`src/rtl/spp_pkg.sv`:
```
`default_nettype none

package spp_pkg;

  typedef enum logic [3:0] {
    PH_ORDER   = 4'd0,
    PH_PAD3    = 4'd1,
    PH_SERIAL  = 4'd2,
    PH_COUNT   = 4'd3,
    PH_TYPE    = 4'd4,
    PH_TPAD    = 4'd5,
    PH_NLEN    = 4'd6,
    PH_NAME    = 4'd7,
    PH_NPAD    = 4'd8,
    PH_ESERIAL = 4'd9,
    PH_IVAL    = 4'd10,
    PH_SLEN    = 4'd11,
    PH_SDATA   = 4'd12,
    PH_SPAD    = 4'd13,
    PH_COLOR   = 4'd14,
    PH_HALT    = 4'd15
  } phase_t;

  localparam logic [2:0] KIND_NAME  = 3'd0;
  localparam logic [2:0] KIND_STR   = 3'd1;
  localparam logic [2:0] KIND_ENTRY = 3'd2;
  localparam logic [2:0] KIND_DONE  = 3'd3;
  localparam logic [2:0] KIND_ERROR = 3'd4;

  localparam logic [1:0] ERR_TRUNC     = 2'd0;
  localparam logic [1:0] ERR_BYTEORDER = 2'd1;
  localparam logic [1:0] ERR_ZERO      = 2'd2;
  localparam logic [1:0] ERR_TYPE      = 2'd3;

  localparam logic [7:0] TYPE_INT   = 8'd0;
  localparam logic [7:0] TYPE_STR   = 8'd1;
  localparam logic [7:0] TYPE_COLOR = 8'd2;

  typedef struct packed {
    logic [2:0]         kind;
    logic [1:0]         entry_type;
    logic [7:0]         text_byte;
    logic [31:0]        entry_serial;
    logic signed [31:0] signed_value;
    logic [15:0]        red;
    logic [15:0]        green;
    logic [15:0]        blue;
    logic [15:0]        alpha;
    logic [1:0]         error_code;
    logic [31:0]        entry_count;
  } result_t;

endpackage

`default_nettype wire

```
`src/rtl/settings_property_parser_unit.sv`:
```
// Settings property parser.
// Input channel (in_valid/in_ready): one property byte per item, data_byte
// plus last_byte marking the final byte of the property.
// Output channel (out_valid/out_ready): result items -- name bytes, string
// bytes, an entry record per completed entry, a done record, or an error
// record after which the rest of the property is dropped.
// A result is written into the result queue register when its byte is
// accepted. Throughput: one byte per cycle while in_ready is high; the
// per-byte parse update is a single pass of logic on the parser state. A
// byte that yields two results (last entry plus done, or a record plus a
// truncation error) puts both into the three-entry result queue, and
// in_ready drops while the queue holds more than one item.
// in_ready is high while the queue holds at most one item, so it comes from
// a register and never from out_ready.
// When the receiver stalls, the queue fills and in_ready drops; nothing is
// lost. Reset empties the queue and puts the parser back to expecting a
// byte-order byte.
`default_nettype none

module settings_property_parser_unit (
  input  wire               clk,
  input  wire               rst,
  input  wire               in_valid,
  output logic              in_ready,
  input  wire  [7:0]        data_byte,
  input  wire               last_byte,
  output logic              out_valid,
  input  wire               out_ready,
  output logic [2:0]        kind,
  output logic [1:0]        entry_type,
  output logic [7:0]        text_byte,
  output logic [31:0]       entry_serial,
  output logic signed [31:0] signed_value,
  output logic [15:0]       red,
  output logic [15:0]       green,
  output logic [15:0]       blue,
  output logic [15:0]       alpha,
  output logic [1:0]        error_code,
  output logic [31:0]       entry_count
);
  import spp_pkg::*;

  localparam int QDepth = 3;

  // Parser state
  phase_t      phase, phase_next;
  logic        big_endian, big_endian_next;
  logic [1:0]  byte_in_field, byte_in_field_next;
  logic [31:0] field_word, field_word_next;
  logic [31:0] entries_left, entries_left_next;
  logic [31:0] total_entries, total_entries_next;
  logic [31:0] copy_left, copy_left_next;
  logic [1:0]  pad_left, pad_left_next;
  logic [7:0]  current_type, current_type_next;
  logic [31:0] current_serial, current_serial_next;
  logic [63:0] value_bits, value_bits_next;

  // Result queue, head at index 0
  result_t     q [QDepth];
  logic [1:0]  q_cnt;

  logic        push, pop;
  logic [1:0]  n_res;
  result_t     r0, r1;

  // Per-byte combinational pieces
  logic [31:0] fw_base, fw_take;
  logic [1:0]  k_inc;
  logic [1:0]  type_out;
  logic        main_v, done_v, trunc_v;
  result_t     main_r, done_r, trunc_r;
  logic        fin, fin_carry;
  logic [63:0] fin_vb;
  logic [2:0]  color_idx;
  logic [2:0]  lane;
  logic [31:0] dec_copy;
  logic [1:0]  dec_pad;

  assign in_ready  = (q_cnt <= 2'd1);
  assign out_valid = (q_cnt != 2'd0);
  assign push      = in_valid && in_ready;
  assign pop       = out_valid && out_ready;

  assign type_out = (current_type <= TYPE_COLOR) ? current_type[1:0] : 2'd0;

  // Field assembly in the announced byte order
  assign fw_base   = (byte_in_field == 2'd0) ? 32'd0 : field_word;
  assign fw_take   = big_endian ? {fw_base[23:0], data_byte}
                                : (fw_base | ({24'd0, data_byte} << {byte_in_field, 3'b000}));
  assign k_inc     = byte_in_field + 2'd1;
  assign dec_copy  = copy_left - 32'd1;
  assign dec_pad   = pad_left - 2'd1;
  assign color_idx = copy_left[2:0];
  assign lane      = {color_idx[2:1], color_idx[0] ^ big_endian};

  always_comb begin
    phase_next          = phase;
    big_endian_next     = big_endian;
    byte_in_field_next  = byte_in_field;
    field_word_next     = field_word;
    entries_left_next   = entries_left;
    total_entries_next  = total_entries;
    copy_left_next      = copy_left;
    pad_left_next       = pad_left;
    current_type_next   = current_type;
    current_serial_next = current_serial;
    value_bits_next     = value_bits;
    main_v    = 1'b0;
    done_v    = 1'b0;
    trunc_v   = 1'b0;
    main_r    = '0;
    done_r    = '0;
    trunc_r   = '0;
    fin       = 1'b0;
    fin_carry = 1'b0;
    fin_vb    = value_bits;

    unique case (phase)
      PH_ORDER: begin
        byte_in_field_next = 2'd0;
        if (data_byte > 8'd1) begin
          main_v             = 1'b1;
          main_r.kind        = KIND_ERROR;
          main_r.error_code  = ERR_BYTEORDER;
          phase_next         = PH_HALT;
        end else begin
          big_endian_next = data_byte[0];
          phase_next      = PH_PAD3;
        end
      end
      PH_PAD3: begin
        field_word_next = fw_take;
        if (byte_in_field == 2'd2) begin
          byte_in_field_next = 2'd0;
          phase_next         = PH_SERIAL;
        end else begin
          byte_in_field_next = k_inc;
        end
      end
      PH_SERIAL: begin
        field_word_next    = fw_take;
        byte_in_field_next = k_inc;
        if (byte_in_field == 2'd3) phase_next = PH_COUNT;
      end
      PH_COUNT: begin
        field_word_next    = fw_take;
        byte_in_field_next = k_inc;
        if (byte_in_field == 2'd3) begin
          if (fw_take == 32'd0) begin
            main_v            = 1'b1;
            main_r.kind       = KIND_ERROR;
            main_r.error_code = ERR_ZERO;
            phase_next        = PH_HALT;
          end else begin
            total_entries_next = fw_take;
            entries_left_next  = fw_take;
            phase_next         = PH_TYPE;
          end
        end
      end
      PH_TYPE: begin
        current_type_next = data_byte;
        phase_next        = PH_TPAD;
      end
      PH_TPAD: begin
        phase_next = PH_NLEN;
      end
      PH_NLEN: begin
        field_word_next = fw_take;
        if (byte_in_field == 2'd1) begin
          byte_in_field_next = 2'd0;
          copy_left_next     = {16'd0, fw_take[15:0]};
          pad_left_next      = 2'd0 - fw_take[1:0];
          phase_next         = (fw_take[15:0] != 16'd0) ? PH_NAME : PH_ESERIAL;
        end else begin
          byte_in_field_next = k_inc;
        end
      end
      PH_NAME: begin
        main_v            = 1'b1;
        main_r.kind       = KIND_NAME;
        main_r.entry_type = type_out;
        main_r.text_byte  = data_byte;
        copy_left_next    = dec_copy;
        if (dec_copy == 32'd0) phase_next = (pad_left != 2'd0) ? PH_NPAD : PH_ESERIAL;
      end
      PH_NPAD: begin
        pad_left_next = dec_pad;
        if (dec_pad == 2'd0) phase_next = PH_ESERIAL;
      end
      PH_ESERIAL: begin
        field_word_next    = fw_take;
        byte_in_field_next = k_inc;
        if (byte_in_field == 2'd3) begin
          current_serial_next = fw_take;
          value_bits_next     = 64'd0;
          case (current_type)
            TYPE_INT:   phase_next = PH_IVAL;
            TYPE_STR:   phase_next = PH_SLEN;
            TYPE_COLOR: begin
              copy_left_next = 32'd0;
              phase_next     = PH_COLOR;
            end
            default: begin
              main_v            = 1'b1;
              main_r.kind       = KIND_ERROR;
              main_r.error_code = ERR_TYPE;
              phase_next        = PH_HALT;
            end
          endcase
        end
      end
      PH_IVAL: begin
        field_word_next    = fw_take;
        byte_in_field_next = k_inc;
        if (byte_in_field == 2'd3) begin
          value_bits_next = {32'd0, fw_take};
          fin_vb          = {32'd0, fw_take};
          fin             = 1'b1;
        end
      end
      PH_SLEN: begin
        field_word_next    = fw_take;
        byte_in_field_next = k_inc;
        if (byte_in_field == 2'd3) begin
          if (fw_take == 32'hFFFF_FFFF) begin
            main_v            = 1'b1;
            main_r.kind       = KIND_ERROR;
            main_r.error_code = ERR_TRUNC;
            phase_next        = PH_HALT;
          end else begin
            copy_left_next = fw_take;
            pad_left_next  = 2'd0 - fw_take[1:0];
            if (fw_take == 32'd0) fin = 1'b1;
            else phase_next = PH_SDATA;
          end
        end
      end
      PH_SDATA: begin
        copy_left_next = dec_copy;
        if (dec_copy == 32'd0 && pad_left == 2'd0) begin
          // length a multiple of four: last byte rides in the entry record
          fin       = 1'b1;
          fin_carry = 1'b1;
        end else begin
          main_v            = 1'b1;
          main_r.kind       = KIND_STR;
          main_r.entry_type = type_out;
          main_r.text_byte  = data_byte;
          if (dec_copy == 32'd0) phase_next = PH_SPAD;
        end
      end
      PH_SPAD: begin
        pad_left_next = dec_pad;
        if (dec_pad == 2'd0) fin = 1'b1;
      end
      PH_COLOR: begin
        value_bits_next[{lane, 3'b000} +: 8] = value_bits[{lane, 3'b000} +: 8] | data_byte;
        fin_vb         = value_bits_next;
        copy_left_next = {29'd0, color_idx} + 32'd1;
        if (color_idx == 3'd7) fin = 1'b1;
      end
      PH_HALT: begin
      end
      default: begin
      end
    endcase

    if (fin) begin
      main_v              = 1'b1;
      main_r.kind         = KIND_ENTRY;
      main_r.entry_type   = type_out;
      main_r.entry_serial = current_serial;
      main_r.text_byte    = fin_carry ? data_byte : 8'd0;
      if (current_type == TYPE_INT) begin
        main_r.signed_value = fin_vb[31:0];
      end else if (current_type == TYPE_COLOR) begin
        main_r.red   = fin_vb[15:0];
        main_r.green = fin_vb[31:16];
        main_r.blue  = fin_vb[47:32];
        main_r.alpha = fin_vb[63:48];
      end
      entries_left_next = entries_left - 32'd1;
      if (entries_left_next == 32'd0) begin
        done_v             = 1'b1;
        done_r.kind        = KIND_DONE;
        done_r.entry_count = total_entries;
        phase_next         = PH_HALT;
      end else begin
        phase_next = PH_TYPE;
      end
    end

    // End of property: anything short of done/error is a truncation
    if (last_byte) begin
      if (phase_next != PH_HALT) begin
        trunc_v            = 1'b1;
        trunc_r.kind       = KIND_ERROR;
        trunc_r.error_code = ERR_TRUNC;
      end
      phase_next         = PH_ORDER;
      byte_in_field_next = 2'd0;
    end
  end

  // Order: phase record, then done, then truncation; at most two at once
  assign r0    = main_v ? main_r : trunc_r;
  assign r1    = done_v ? done_r : trunc_r;
  assign n_res = {1'b0, main_v} + {1'b0, done_v} + {1'b0, trunc_v};

  always_ff @(posedge clk) begin
    if (rst) begin
      phase          <= PH_ORDER;
      big_endian     <= 1'b0;
      byte_in_field  <= 2'd0;
      field_word     <= 32'd0;
      entries_left   <= 32'd0;
      total_entries  <= 32'd0;
      copy_left      <= 32'd0;
      pad_left       <= 2'd0;
      current_type   <= 8'd0;
      current_serial <= 32'd0;
      value_bits     <= 64'd0;
    end else if (push) begin
      phase          <= phase_next;
      big_endian     <= big_endian_next;
      byte_in_field  <= byte_in_field_next;
      field_word     <= field_word_next;
      entries_left   <= entries_left_next;
      total_entries  <= total_entries_next;
      copy_left      <= copy_left_next;
      pad_left       <= pad_left_next;
      current_type   <= current_type_next;
      current_serial <= current_serial_next;
      value_bits     <= value_bits_next;
    end
  end

  // Result queue: shift toward the head on pop, append at the tail
  logic [1:0] n_push;
  logic [1:0] q_base;

  assign n_push = push ? n_res : 2'd0;
  assign q_base = q_cnt - {1'b0, pop};

  always_ff @(posedge clk) begin
    for (int i = 0; i < QDepth; i++) begin
      if (n_push != 2'd0 && q_base == 2'(i)) begin
        q[i] <= r0;
      end else if (n_push == 2'd2 && (q_base + 2'd1) == 2'(i)) begin
        q[i] <= r1;
      end else if (pop && i < QDepth - 1) begin
        q[i] <= q[(i < QDepth - 1) ? i + 1 : i];
      end
    end
  end

  always_ff @(posedge clk) begin
    if (rst) begin
      q_cnt <= 2'd0;
    end else begin
      q_cnt <= q_base + n_push;
    end
  end

  assign kind         = q[0].kind;
  assign entry_type   = q[0].entry_type;
  assign text_byte    = q[0].text_byte;
  assign entry_serial = q[0].entry_serial;
  assign signed_value = q[0].signed_value;
  assign red          = q[0].red;
  assign green        = q[0].green;
  assign blue         = q[0].blue;
  assign alpha        = q[0].alpha;
  assign error_code   = q[0].error_code;
  assign entry_count  = q[0].entry_count;

endmodule

`default_nettype wire

```
`config.mk`:
```
export PLATFORM = sky130hd
export DESIGN_NAME = settings_property_parser_unit
export DESIGN_NICKNAME = d
export VERILOG_FILES = /design/src/rtl/spp_pkg.sv /design/src/rtl/settings_property_parser_unit.sv
export SDC_FILE = /design/constraint.sdc
export NUM_CORES = 1
export LEC_CHECK = 0
export BUFFER_PORTS_ARGS = -buffer_cell sky130_fd_sc_hd__buf_2
export CAP_MARGIN = 20
export CORE_ASPECT_RATIO = 1.4
export CORE_MARGIN = 2
export CORE_UTILIZATION = 45
export DETAILED_ROUTE_END_ITERATION = 8
export SLEW_MARGIN = 30
export SYNTH_ARGS = -nofsm -noshare
export SYNTH_HDL_FRONTEND = slang
export SYNTH_SLANG_ARGS = --single-unit
```
`constraint.sdc`:
```
create_clock -name clk -period 20.1 [get_ports clk]
set_clock_uncertainty 0.2 [all_clocks]
set_input_delay 1.005 -clock clk [delete_from_list [all_inputs] [get_ports clk]]
set_output_delay 1.005 -clock clk [all_outputs]
set_load 0.05 [all_outputs]
```
==> results.md, run 1 <==
* Clock Tree Root: clkbuf_16
* Hold path startpoint: q[2][33]
* Port bufs at ~190
* Max-cap viol count at 0
* Multi-input gate area at 15000 um2
* Drt wl/cell at about 25 um
* Setup crit end kind: flip-flop
* Vias in the first global route at 27300
* Slew HR at 0.294
* # resized after CTS at 0
* ANT nets after route at 0
* Final #Nets at approximately 3500
* DP Worst Slack at approximately 11 ns
* Count leader, synth: a22o_1
* Reg-to-reg startpoint: byte_in_field[0]
* Hold Path End: q[2][33]
* CTS tree: built
* Final slew viol count at 0
* Hold Path Class: reg -> reg
* Total Negative Setup Slacks at 0 ns
* Vias per inst at about 6.2
* DP HPWL at 76100 um
* P&R area growth vs syn at 12.7%
* Synth area leader: edfxtp_1
* CP Data Required Time at 20.27 ns
* Synthesized flop and latch total at ~770
* Fmax at about 110 MHz
* Share of cells above drive strength 1 at 0.145
* Hold Path Depth at 2
* CP Launch Type: flip-flop
* Top cell types by occurrence after synthesis: a22o_1 (433), edfxtp_1 (385), dfxtp_1 (383)
* Cells on worst reg2reg path at 23
* Setup WS post-layout at 10.96 ns
* Placer Congestion at between 0.9 and 1
* # IOs at 190
* Die area at around 80000 um2
* Final hold vios at 0
* Initial antenna violation count at 5
* Run status: complete, no violations
* Synth area leaders: edfxtp_1 (33%), dfxtp_1 (22%), a22o_1 (11%), nor2_1 (3.5%), nand2_1 (3.3%)
* Vias at 28200
* CTS Buf Count at 76
* GRT Total Usage at 0.277
* Leakage power at ~14 nW
* PwrDens at 134 nW/um2
* Yosys warnings at 0
* Max IR drop VDD at approximately 0.11 mV
* Row cnt at roughly 120
* Routed wire length at 114000 um
* RSZ-0062 raised after global routing: false
* Die H at 336 um
* Arr. time, crit path at 9.31 ns
* Worst setup path category: reg -> reg
* Average cell area after synthesis at 10.5 um2
* Setup Buffers After CTS at 0
* CP startpoint: byte_in_field[0]
* Cell area after synthesis at about 35000 um2
* Slew @ Worst Pin at ~1.1 ns
* Largest buffer count on any clock path at 3
* Core Footprint at between 70000 and 80000 um2
* Syn Nets at around 3400
* Seq/Total Area, Yosys at 0.544
* Setup violators final at 0
* Clk sinks at between 700 and 800
* Top-area cell type share of the netlist area at 0.327
* Gate Count Post-Synth at 3372
* Clock Pin Slew Worst Setup and Hold Paths at roughly 0.07 ns
* Period utilization at 0.455
* Register area at roughly 19000 um2
* Largest net degree at the start of global routing at 100
* DRT Pass-1 Iters at 6
* Ys async rst share at 0
* Clock latency on the worst-skew pair at ~0.65 ns
* First-pass GRT wire length at ~170000 um
* Crit path time final at between 9 and 10 ns
* Reg-to-reg endpoint: q[1][155]
* Flop2flop setup slack at 10.96 ns
* Grt total ovfl at 0
* H-tree lvl count at 3
* Crit Path Max Fanout at a little over 70
* Die width at around 240 um
* # DRC at 0
* Top_reg_cell synth: edfxtp_1
* Post-synth EDFFs at 385
* Hold-fix buffers at CTS at 0
* Filler cell count at ~7000
* DR iter-0 viols at around 3000
* Hold Slack at ~0.26 ns
* Distinct cells, synth at just under 100
* Initial Utilization at 0.454
==> per-stage QoR <==
| step | instances | instance area [um2] | util | total power [mW] |
|---|---|---|---|---|
| after floorplan | 3372 | 35400 | - | 3.47 |
| after global placement | 4390 | 37100 | 0.477 | 3.84 |
| after detailed placement | 4392 | 37200 | 0.478 | 3.86 |
| after CTS | 4533 | 39800 | 0.511 | 5.36 |
| after global routing | 4538 | 39800 | 0.512 | 5.52 |
| final | 4538 | 39800 | 0.512 | 5.32 |
==> critical path: stages, from the launching register on <==
cell and delay, ns:
dfxtp_1 0.49, inv_1 0.25, ha_1 0.17, buf_4 0.31, nor2_1 0.24, a22oi_1 0.64
ha_1 0.28, o2111ai_1 0.09, or4_1 0.66, nor4_4 0.55, a31oi_2 0.28, nand2_1 0.17
buf_4 0.51, o21ai_2 0.14, a41oi_4 0.31, fa_1 0.55, o21ai_0 0.35, a211o_1 0.21
and2_4 0.44, buf_4 0.77, nand2b_1 0.56, nor2_2 0.05, buf_4 0.28, a22o_1 0.24
==> sequential cells by signal, indices dropped and copies added, names as in the netlist <==
| register | flops |
|---|---|
| phase | 4 |
| pad_left | 2 |
| big_endian | 1 |
| field_word | 32 |
| value_bits | 64 |
| current_type | 8 |
| q | 525 |
| total_entries | 32 |
| byte_in_field | 2 |
| q_cnt | 2 |
| entries_left | 32 |
| current_serial | 32 |
| copy_left | 32 |
==> routing by layer <==
layer | GRT usage | vias up | part of all wire
met5 | 0 | - | 0.00020
met4 | 0.151 | 4 | 0.057
met3 | 0.0453 | 277 | 0.065
met2 | 0.456 | 1109 | 0.48
met1 | 0.348 | 14000 | 0.40
li1 | - | 12900 | -
==> worst max path at each step <==
| stage | slack, ns | depth (start not counted) | end |
|---|---|---|---|
| after floorplan | 10.92 | 18 | q[1][0] |
| after global placement | 11.36 | 22 | q[0][167] |
| after detailed placement | 11.10 | 21 | q[0][163] |
| after CTS | 11.06 | 23 | q[1][155] |
| after global routing | 10.41 | 23 | q[1][155] |
| final | 10.96 | 23 | q[1][155] |
==> logic make-up after synthesis <==
group,count (synthesis),share of synthesized area
simple gates,1006,0.137
compound gates,1148,0.238
mux,77,0.0282
buf+inv,323,0.0379
flops,768,0.544
fa+ha+maj,22,0.00800
xor+xnor,28,0.00693
==> placed cells by master (no fill, tap or decap), types with 9 or more instances in the layout <==
cell / count
a22o_1: 433
edfxtp_1: 385
dfxtp_1: 381
nor2_1: 317
nand2_1: 303
buf_2: 189
a21oi_1: 173
o21ai_0: 158
a211oi_1: 117
a22oi_1: 82
clkbuf_16: 82
buf_4: 65
nor3_1: 64
and2_1: 46
mux2i_1: 41
inv_1: 35
nor2b_1: 35
a21o_1: 33
nand3_1: 31
nor4_1: 24
nand3b_1: 20
ha_1: 20
nand4_1: 19
mux2_2: 19
or4_1: 19
a221oi_1: 18
nand2b_1: 18
or3_1: 17
xnor2_1: 17
clkbuf_1: 17
mux4_2: 16
or2_2: 14
o22ai_1: 13
o21ai_1: 13
and3_1: 11
a31oi_1: 10
xor2_1: 10
clkbuf_8: 10
clkinv_2: 9
==> layout make-up <==
class,count,area share
sequential,768,0.483
inverter,39,0.00367
clock inverter,32,0.00951
multi-input combinational,2281,0.376
tap,1045,0.0328
antenna,4,0.000251
clock buffer,109,0.0566
timing repair buffer,260,0.0381
==> where the power goes <==
group          internal (mW)  leakage [nW]  switching, mW  total, mW
registers               2.15          6.85          0.132       2.28
logic                  0.292          6.08           1.25       1.54
clock network          0.868          1.28          0.630       1.50
Power figures use the tool's default switching activity.
==> inputs of run 2 (changes only) <==
Settings changed: ABC_AREA from default to 1.
Clock period 20.1 ns to 8.5 ns, I/O delays scaled along.
==> results.md, run 2 <==
* Most flop-heavy register: q
* Share of cells above drive strength 1 at 0.0965
* Average cell area after synthesis at 8.27 um2
* CTS tree: built
* Synth area leader: edfxtp_1
* Top cell types by occurrence after synthesis: nand2_1 (940), inv_1 (498), o21ai_0 (420)
* Slowest-stage cell, CP: fa_1
* Final hold vios at 0
* Die area at 82000 um2
* Fmax at ~140 MHz
* Vias at a little over 30000
* CP Data Required Time at approximately 8.6 ns
* Placer Congestion at between 0.9 and 1
* Run status: complete, no violations
* CP startpoint: byte_in_field[1]
* Yosys warnings at 0
* Arr. time, crit path at 7.19 ns
* Leakage power at around 15 nW
* Top_reg_cell synth: edfxtp_1
* GRT Total Usage at 0.285
* Hold Slack at ~0.038 ns
* Drt wl/cell at between 20 and 25 um
* Most common cell after layout, fill and taps aside: nand2_1
* Top flop regs: q: 525 flops, value_bits: 64 flops
* Clk sinks at around 770
* Row cnt at between 100 and 150
* Port bufs at ~190
* Synthesized flop and latch total at 768
* DP Worst Slack at around 1.5 ns
* Cell area after layout at 40500 um2
* RSZ-0062 raised after global routing: false
* Top-area cell type share of the netlist area at 0.322
* Total Negative Setup Slacks at 0 ns
* # IOs at between 150 and 200
* Syn Nets at ~4400
* Max IR drop VDD at around 0.26 mV
* DR iter-0 viols at 2703
* Largest buffer count on any clock path at 3
* Initial Utilization at 0.454
* DP HPWL at about 80000 um
* Worst setup path category: reg -> reg
* Max-cap viol count at 0
* Most frequent cells in the layout: nand2_1 (940), inv_1 (496), o21ai_0 (418)
* Gate Count Post-Synth at between 4000 and 5000
* CP Launch Type: flip-flop
* Crit path largest cell delay at between 0.5 and 0.6 ns
* Final #Nets at 4446
* Vias in the first global route at about 30000
* Filler cell count at 7698
* Routed wire length at ~120000 um
* Post-synth EDFFs at around 390
* Count leader, synth: nand2_1
* Slew HR at 0.257
* Setup crit end kind: flip-flop
* Distinct cells, synth at 50
* Ys async rst share at 0
* Clock latency on the worst-skew pair at roughly 0.65 ns
* Core Footprint at between 70000 and 80000 um2
* PwrDens at 344 nW/um2
* Vias per inst at 5.63
* Synth area leaders: edfxtp_1 (32%), dfxtp_1 (21%), nand2_1 (9.8%), o21ai_0 (5.9%), inv_1 (5.2%)
* Clock Tree Root: clkbuf_16
* Worst path most repeated cell: nand2_1
* Hold path startpoint: data_byte[6]
* Setup violators final at 0
* Crit Path Max Fanout at slightly above 100
* Crit path time final at just over 7 ns
* Slew @ Worst Pin at between 1 and 1.5 ns
* Post-placement cell area at roughly 38000 um2
* Period utilization at 0.837
* Seq/Total Area, Yosys at 0.536
* H-tree lvl count at 3
* Reg-to-reg startpoint: byte_in_field[1]
* # DRC at 0
* Final core occ at 0.512
* DRT Pass-1 Iters at 5
* Clock Pin Slew Worst Setup and Hold Paths at around 0.070 ns
* First-pass GRT wire length at about 180000 um
* Setup WS post-layout at roughly 1.4 ns
* Die width at around 240 um
* Cell area after synthesis at roughly 36000 um2
* Initial antenna violation count at 6
* ANT nets after route at 0
* Largest net degree at the start of global routing at 155
* Worst path bufs/invs at 8
* Final slew viol count at 0
* Max reg flops at ~530
* Hold Path Class: in -> reg
* CP delay by family, top: simple AND/OR/NAND/NOR gates
* Grt total ovfl at 0
* P&R area growth vs syn at 12.8%
* Die H at approximately 340 um
* CTS Buf Count at 77
==> run 2: power breakdown <==
part           internal [mW]  switching [mW]  total (mW)
Clock                   2.01            1.54        3.54
Combinational          0.960            3.62        4.58
Sequential              5.40           0.400        5.80
Total                   8.37            5.56        13.9
==> run 2: cell families after synthesis <==
group	after synthesis	share of synthesized area
AND/OR/NAND/NOR	1487	0.168
adder cells (fa/ha/maj)	22	0.00788
buffers and inverters	787	0.0855
XOR/XNOR	31	0.00757
AO/OA/AOI/OAI	1244	0.195
flip-flops	768	0.536
==> run 2: stage by stage <==
stage,power [mW],cells
global route,14.5,5529
CTS,14.0,5527
detailed placement,10.4,5383
finish,13.9,5530
floorplan,9.13,4339
global placement,10.4,5382
==> run 2: per-layer routing <==
metal	vias to the layer above	GRT usage	part of all wire
li1	14900	-	-
met1	14800	0.356	0.40
met2	1176	0.483	0.49
met3	264	0.0393	0.063
met4	10	0.141	0.052
met5	-	0	0.00057
==> run 2: final cells by class <==
type | instances | area (um2) | area share
antenna | 1 | 2.50 | 0.0000618
clock buffer | 98 | 2120 | 0.0524
clock inverter | 45 | 489 | 0.0121
inverter | 519 | 1960 | 0.0485
multi-input combinational | 2784 | 13700 | 0.337
sequential | 768 | 19200 | 0.475
tap | 1054 | 1320 | 0.0326
timing repair buffer | 261 | 1700 | 0.0420
==> run 2: final timing paths <==
| kind | endpoint | slack [ns] | cells past startpoint |
|---|---|---|---|
| setup / recovery | q[0][52] | 1.38 | 29 |
| setup reg to reg | q[0][52] | 1.38 | 29 |
| hold / removal | q[2][168] | 0.04 | 3 |
| hold reg to reg | current_type[3] | 0.25 | 2 |
==> run 2: worst reg2reg max path, delay by kind of cell (launching register included) <==
family,cells,cell delay [ns]
flops,1,0.31
simple gates,16,2.52
compound gates,2,0.60
buf+inv,8,1.94
fa+ha+maj,3,1.02
==> run 2: what timing repair did <==
item / in CTS / in global routing
buffers inserted: 0 / 0
hold buffers: 1 / 0
resized for setup: 0 / 0
setup endpoints to repair: 0 / 0
endpoints found under the hold margin: 1 / 0
